--- config.mk ---
export PLATFORM = sky130hd
export DESIGN_NAME = lpst_ram
export DESIGN_NICKNAME = d
export VERILOG_FILES = /design/src/hw/rtl/linear_probe_symbol_table_assert.svh /design/src/hw/rtl/lpst_ram.sv
export SDC_FILE = /design/constraint.sdc
export NUM_CORES = 1
export LEC_CHECK = 0
export BUFFER_PORTS_ARGS = -buffer_cell sky130_fd_sc_hd__buf_2
export CORE_MARGIN = 2
export CORE_UTILIZATION = 40
export CTS_CLUSTER_SIZE = 28
export DETAILED_ROUTE_END_ITERATION = 6
export PLACE_DENSITY = 0.53
export RECOVER_POWER = 100
export SYNTH_ARGS = -nofsm -noshare
export SYNTH_HDL_FRONTEND = slang
export SYNTH_SLANG_ARGS = --single-unit
--- constraint.sdc ---
create_clock -name clock -period 3.45 [get_ports clock]
set_clock_uncertainty 0.2 [all_clocks]
set_input_delay 0.69 -clock clock [delete_from_list [all_inputs] [get_ports clock]]
set_output_delay 0.69 -clock clock [all_outputs]
set_load 0.01 [all_outputs]
--- src/hw/rtl/linear_probe_symbol_table_assert.svh ---
// Assertion macros for the linear probe symbol table.
// Used by linear_probe_symbol_table.sv; needs no other file.
`ifndef LINEAR_PROBE_SYMBOL_TABLE_ASSERT_SVH
`define LINEAR_PROBE_SYMBOL_TABLE_ASSERT_SVH

// Same-cycle implication, off during reset
`define LPST_ASSERT_NOW(label, clk, rst, ante, cons, msg) \
   label: assert property (@(posedge clk) disable iff (rst) (ante) |-> (cons)) \
      else $error(msg);

// Next-cycle implication, off during reset
`define LPST_ASSERT_NEXT(label, clk, rst, ante, cons, msg) \
   label: assert property (@(posedge clk) disable iff (rst) (ante) |=> (cons)) \
      else $error(msg);

`endif

--- src/hw/rtl/lpst_ram.sv ---
// Generic single-write, single-read RAM with registered read data.
// No dependencies; holds the slot array of the symbol table.
`default_nettype none

module lpst_ram #(
   parameter int WIDTH = 8,
   parameter int DEPTH = 16
) (
   input  wire logic                     clock,
   input  wire logic                     we,
   input  wire logic [$clog2(DEPTH)-1:0] waddr,
   input  wire logic [WIDTH-1:0]         wdata,
   input  wire logic [$clog2(DEPTH)-1:0] raddr,
   output logic      [WIDTH-1:0]         rdata
);

   logic [WIDTH-1:0] mem [DEPTH];

   // write port and registered read port
   always_ff @(posedge clock) begin
      if (we) begin
         mem[waddr] <= wdata;
      end
      rdata <= mem[raddr];
   end

endmodule

`default_nettype wire

; Word-level counts from Yosys, hierarchy flattened
; Memory sizes are Yosys's and may differ from the RTL's. A register that Yosys moved wholly into a read port is not among the register bits.
; Index checks and enable logic that the tools add are counted.
[word_totals]
n_memories = 1
in_bits = 18
ff_bits = 0
ramBits = 128
latchBits = 0
output_inout_bits = 8
elab_cells = 3
rom_bits = 0
[mem_list]
columns = memory, words, word_bits, rd, rd_ports_with_merged_regs, write_ports, line_no
row1 = mem, 16, 8, 1, 1, 1, lpst_ram.sv:17  ; logic [WIDTH-1:0] mem [DEPTH];
[classes]
n_shift = 0
multipliers = 0
magnitude_cmp = 0
eq_ne = 0
bitwise = 0
mux = 2
reduce_logical = 0
n_addsub = 0
div_mod_pow = 0
[op_table]
columns = op, n
row1 = $mux 1, 2

; Logic depth before layout (Yosys ltp)
; Gate-level depths: netlist (run 1).
[depth]
ltp_word = 2
ltp_mapped = 5
ltp_nobuf = 3

; Least setup slack after synthesis (run 1)
; OpenSTA, ideal clock, no wires.
[synth_timing]
kind = input-to-reg
startpoint = input port waddr[2]
endpoint = memory mem[0][0] (enable)
cell_stages = 2
setup_time_ns = 0.383
path_buffers = 0
arrival_time_ns = 1.800
t_required_ns = 2.867
path_slack_ns = 1.067
path_cell_list = or3b_2 -> nor3_1
[synth_lines]
columns = item, line_no
row1 = from (decl), lpst_ram.sv:11  ; input wire logic [$clog2(DEPTH)-1:0] waddr,
row2 = to (decl), lpst_ram.sv:17
; Straight into the memory's write port.

==> results of run 1 <==
-- critical path, cell delays in order --
cell and delay (ns):
buf_2 0.49, clkbuf_1 0.38, mux4_1 0.35, a22oi_1 0.26, nand2_1 0.13
-- power breakdown --
group / switching, mW / internal [mW] / leakage (nW)
registers: 0.00987 / 1.85 / 1.22
clock network: 0.612 / 1.19 / 0.297
logic: 0.101 / 0.0641 / 0.441
-- metal layers --
metal | up-vias | routed length, µm
met5 | - | 0
met4 | 0 | 125
met3 | 10 | 372
met2 | 48 | 4630
met1 | 1263 | 4900
li1 | 1080 | -
-- flip-flops by register name, summed over array words and instances (netlist names) --
| name | flops |
|---|---|
| rdata | 8 |
| mem | 128 |
-- through the flow --
stage                     hold slack (ns)  power (mW)  cell area [µm²]   util
final                               0.469        3.82             6060  0.482
after CTS                           0.450        3.87             6140  0.489
after global placement              0.449        2.07             5540  0.441
after detailed placement            0.462        2.07             5540  0.441
after floorplan                     0.429        1.99             5150      -
after global routing                0.490        3.95             6060  0.482
-- logic make-up after synthesis --
family,Yosys count,synth area share
AOI/OAI and AO/OA,16,0.0233
buffers and inverters,10,0.0168
DFF,136,0.778
and+or+nand+nor,35,0.0318
muxes,32,0.150
-- worst min path at each step --
stage	end	slack, ns	cells after the start
5_1_grt	rdata[5]	0.49	3
3_3_place_gp	rdata[5]	0.45	3
6_report	rdata[4]	0.47	3
4_1_cts	mem[0][3]	0.45	1
3_5_place_dp	rdata[5]	0.46	3
2_1_floorplan	rdata[0]	0.43	3
-- Yosys cell counts --
| cell | count |
|---|---|
| edfxtp_1 | 128 |
| mux4_2 | 18 |
| a22oi_1 | 16 |
| mux4_1 | 14 |
| nor2_1 | 13 |
| nand2_1 | 9 |
| dfxtp_1 | 8 |
| nor3_1 | 4 |
| buf_2 | 3 |
| buf_6 | 3 |
| clkdlybuf4s25_2 | 3 |
| nand2b_1 | 2 |
| nand3b_1 | 2 |
| and2_1 | 1 |
| and2b_1 | 1 |
| buf_4 | 1 |
| nand3_1 | 1 |
| nor2b_1 | 1 |
| or3b_2 | 1 |
-- final cells by class --
cell class,instances,area (µm²)
multi-input cells,83,1060
clock inverters,9,123
clock buffers,23,478
fillers,1064,6510
well taps,172,215
flip-flops and latches,136,4000
repair buffers,42,180
==> flow_summary.yaml, run 1 <==
timing:
  rsz0062_at_grt: "no"
  relSlewSlack: 0.463
  hold_viol: 0
  finalCritPeriodShare: 0.646
  timing.fmax_mhz: 449
  period_needed_ns: 2.23
  final.setup.tns_ns: 0
  tightest_slew_ns: 0.803
  fin_ws_ns: 1.22
  slew_viol_final: 0
  setup_viol_count_final: 0
clock_network:
  insertion_delay_ns: 0.41
  clkTransAtPathRegs_ns: 0.06
  htree_levels: 4
  cts_setup_buffers: 0
  numCtsBuffers: 17
  cts-resized-gates: 0
  clock-sinks: 136
  cts-root-buf: "clkbuf_16"
  cts_buffer_depth: 2
  postCtsHoldBufs: 0
  cts_tree: "yes"
grt:
  grt_pass1_vias: 2531
  gr-usage-all-layers: 0.157
  overflow: 0
  grt_pass1_wl_um: 15300
  met2_usage: 0.229
  antenna_found_initial: 0
  met3_usage: 0.0545
  top_usage_layer: "met2"
  met1_usage: 0.219
  grt_start_max_net_pins: 33
worst_setup_path:
  crit_start: "raddr[1]"
  path_class: "in2reg"
  r2r_cells: 3
  rrSetupSlack_ns: 1.87
  timing.rr.end: "rdata[3]"
  r2r-start: "mem[1][3]"
  critPathCaptureType: "flip-flop"
  worst_ep_required_time_ns: 3.52
  crit_path_start_kind: "input pin"
  crit_arrival_ns: 2.30
  path_max_fanout: 22
  crit_end: "rdata[3]"
detailed_routing:
  initialDrtViolationCount: 153
  first_pass_iters: 5
  remaining_drc_errors: 0
  num_vias: 2401
  postRouteAntennaNets: 0
  routed_via_density: 5.16
  wire_per_inst_um: 21.6
  finalWirelength_um: 10000
synthesis:
  ys_types: 19
  ys_seq_elements: 136
  ys_seq_area_frac: 0.778
  synth_area_um2: 5150
  netlist.area_leader.share: 0.747
  syn-num-nets: 247
  postSynthCellCount: 229
  synth_top_cells_by_area: "edfxtp_1 (75%), mux4_2 (7.9%), mux4_1 (7.1%)"
  yosys.area.top_type: "edfxtp_1"
  syn_area_per_cell_um2: 22.5
  ys_warn_count: 0
die:
  core_um2: 12600
  fp.dieW_um: 117
  num_rows: 41
  die-area_um2: 13800
  pin_count: 26
  initial_core_util: 0.410
  die_h_um: 117
final_layout:
  final_common_cell: "edfxtp_1"
  fin_cells: 465
  drive_gt1_frac: 0.184
  nNetsFinal: 298
  area_growth_pct: 17.7
  final_cell_mix: "edfxtp_1 (128), clkbuf_1 (39), mux4_2 (18), clkbuf_16 (17), a22oi_1 (16)"
  antenna-diode-count: 0
run_status:
  status: "complete, no violations"
place:
  preCtsSetupSlack_ns: 0.958
  dp_cells: 433
  port_buffers: 25
  gp_congestion: 0.720
  dp_hpwl_um: 6430
worst_hold_path:
  worstHoldStart: "mem[15][4]"
  hold_path.class: "reg2reg"
job:
  drv_cap: 0
power:
  leakage_nw: 1.96
  ir_worst_vdd_uv: 419
  power_density_nw_per_um2: 631
(Power assumes the default switching activity.)
==> run 2: changes to the inputs <==
Settings changed: PLACE_DENSITY 0.53 to 0.55.
Clock period 3.45 ns to 1.9 ns, I/O delays scaled along.
==> flow_summary.yaml, run 2 (same netlist as run 1, synthesis figures left out) <==
worst_setup_path:
  worst-path-buf-inv: 2
  path_max_fanout: 8
  worst_ep_required_time_ns: 1.74
  critical_path.top_delay_family: "simple AND/OR/NAND/NOR gates"
  r2r-start: "mem[1][3]"
  crit_top_cell: "clkbuf_1"
  rrSetupSlack_ns: 0.34
  critPathCaptureType: "flip-flop"
  crit_slowest_cell: "or3b_2"
  path_class: "in2reg"
  critPathMaxStageDelay_ns: 0.54
  r2r_cells: 3
  timing.rr.end: "rdata[3]"
  crit_arrival_ns: 1.58
  crit_chain: "clkbuf_1 > or3b_2 > nor2_1 > clkbuf_1"
  crit_path_start_kind: "input pin"
power:
  combPwrFrac: 0.044
  seqPwrFrac: 0.474
  ir_worst_vdd_uv: 581
  switching_power_mw: 1.37
  sw_frac_of_total: 0.193
  power_density_nw_per_um2: 1150
  p_int_mw: 5.74
  leakage_nw: 2.01
  power_frac_clock: 0.482
die:
  die-area_um2: 13800
  pin_count: 26
  fp.dieW_um: 117
  core_um2: 12600
  num_rows: 41
  initial_core_util: 0.410
  die_h_um: 117
detailed_routing:
  initialDrtViolationCount: 173
  wire_per_inst_um: 20.7
  first_pass_iters: 4
  finalWirelength_um: 9870
  remaining_drc_errors: 0
  postRouteAntennaNets: 0
  routed_via_density: 5.14
  num_vias: 2446
timing:
  tightest_slew_ns: 0.783
  period_needed_ns: 1.74
  fin_ws_ns: 0.159
  final.setup.tns_ns: 0
  setup_viol_count_final: 0
  finalCritPeriodShare: 0.916
  relSlewSlack: 0.477
  hold_viol: 0
  slew_viol_final: 0
  rsz0062_at_grt: "no"
  timing.fmax_mhz: 574
  whs_ns: 0.308
clock_network:
  clkTransAtPathRegs_ns: 0.06
  clock-sinks: 136
  cts_buffer_depth: 2
  insertion_delay_ns: 0.41
  htree_levels: 4
  cts_tree: "yes"
  numCtsBuffers: 17
  cts_setup_buffers: 0
  cts-root-buf: "clkbuf_16"
  cts-resized-gates: 0
  postCtsHoldBufs: 0
final_layout:
  largest_register_ff_count: 128
  fin_cells: 476
  area_growth_pct: 20.0
  fin_util: 0.491
  fill_cells: 1042
  nNetsFinal: 309
  drive_gt1_frac: 0.207
  antenna-diode-count: 0
  largest-register: "mem"
  reg_top3: "mem (128), rdata (8)"
  final_common_cell: "edfxtp_1"
  final_cell_mix: "edfxtp_1 (128), clkbuf_1 (41), mux4_2 (18), clkbuf_16 (17), a22oi_1 (16)"
worst_hold_path:
  whs_path_depth: 1
  hold_path.class: "in2reg"
  whs_endpoint: "mem[5][1]"
  worstHoldStart: "wdata[1]"
grt:
  grt_pass1_vias: 2517
  gr-usage-all-layers: 0.155
  grt_pass1_wl_um: 15100
  grt_start_max_net_pins: 24
  antenna_found_initial: 0
  overflow: 0
run_status:
  status: "complete, no violations"
job:
  drv_cap: 0
place:
  gp_congestion: 0.734
  dp_hpwl_um: 6560
  preCtsSetupSlack_ns: -0.120
  port_buffers: 25
  dp_cells: 444
## run 2: stage by stage
step	cell area, µm²	power (mW)
finish	6170	7.12
global route	6170	7.36
CTS	6280	7.20
detailed placement	5650	3.77
global placement	5650	3.76
floorplan	5150	3.61
## run 2: how the worst max path moves through the flow
stage	slack [ns]	to	cells past startpoint	start
floorplan	0.05	mem[3][0]	2	waddr[2]
global placement	-0.12	rdata[4]	5	raddr[0]
detailed placement	-0.12	rdata[0]	5	raddr[0]
CTS	0.32	rdata[3]	5	raddr[0]
global route	0.13	mem[12][1]	4	waddr[2]
finish	0.16	mem[1][6]	4	waddr[2]
## run 2: cell type report
class / instances / area (µm²) / share of cell area
clock inverters: 12 / 174 / 0.0282
repair buffers: 53 / 268 / 0.0434
multi-input cells: 83 / 1060 / 0.171
clock buffers: 20 / 457 / 0.0740
flip-flops and latches: 136 / 4000 / 0.648
well taps: 172 / 215 / 0.0349
## run 2: power by group through the flow
| stage | logic, mW | clock network [mW] | registers, mW |
|---|---|---|---|
| after global placement | 0.329 | 0 | 3.43 |
| after CTS | 0.336 | 3.49 | 3.37 |
| after floorplan | 0.171 | 0 | 3.44 |
| final | 0.314 | 3.43 | 3.38 |
| after detailed placement | 0.335 | 0 | 3.44 |
| after global routing | 0.343 | 3.63 | 3.38 |
## run 2: routing by layer
layer  track usage  part of all wire  wire length [µm]  up-vias
met2         0.230              0.47              4680       70
met1         0.208              0.46              4500     1265
met5             0                 0                 0        -
li1              -                 -                 -     1099
met3        0.0443             0.047               461       12
met4        0.0821             0.022               214        0
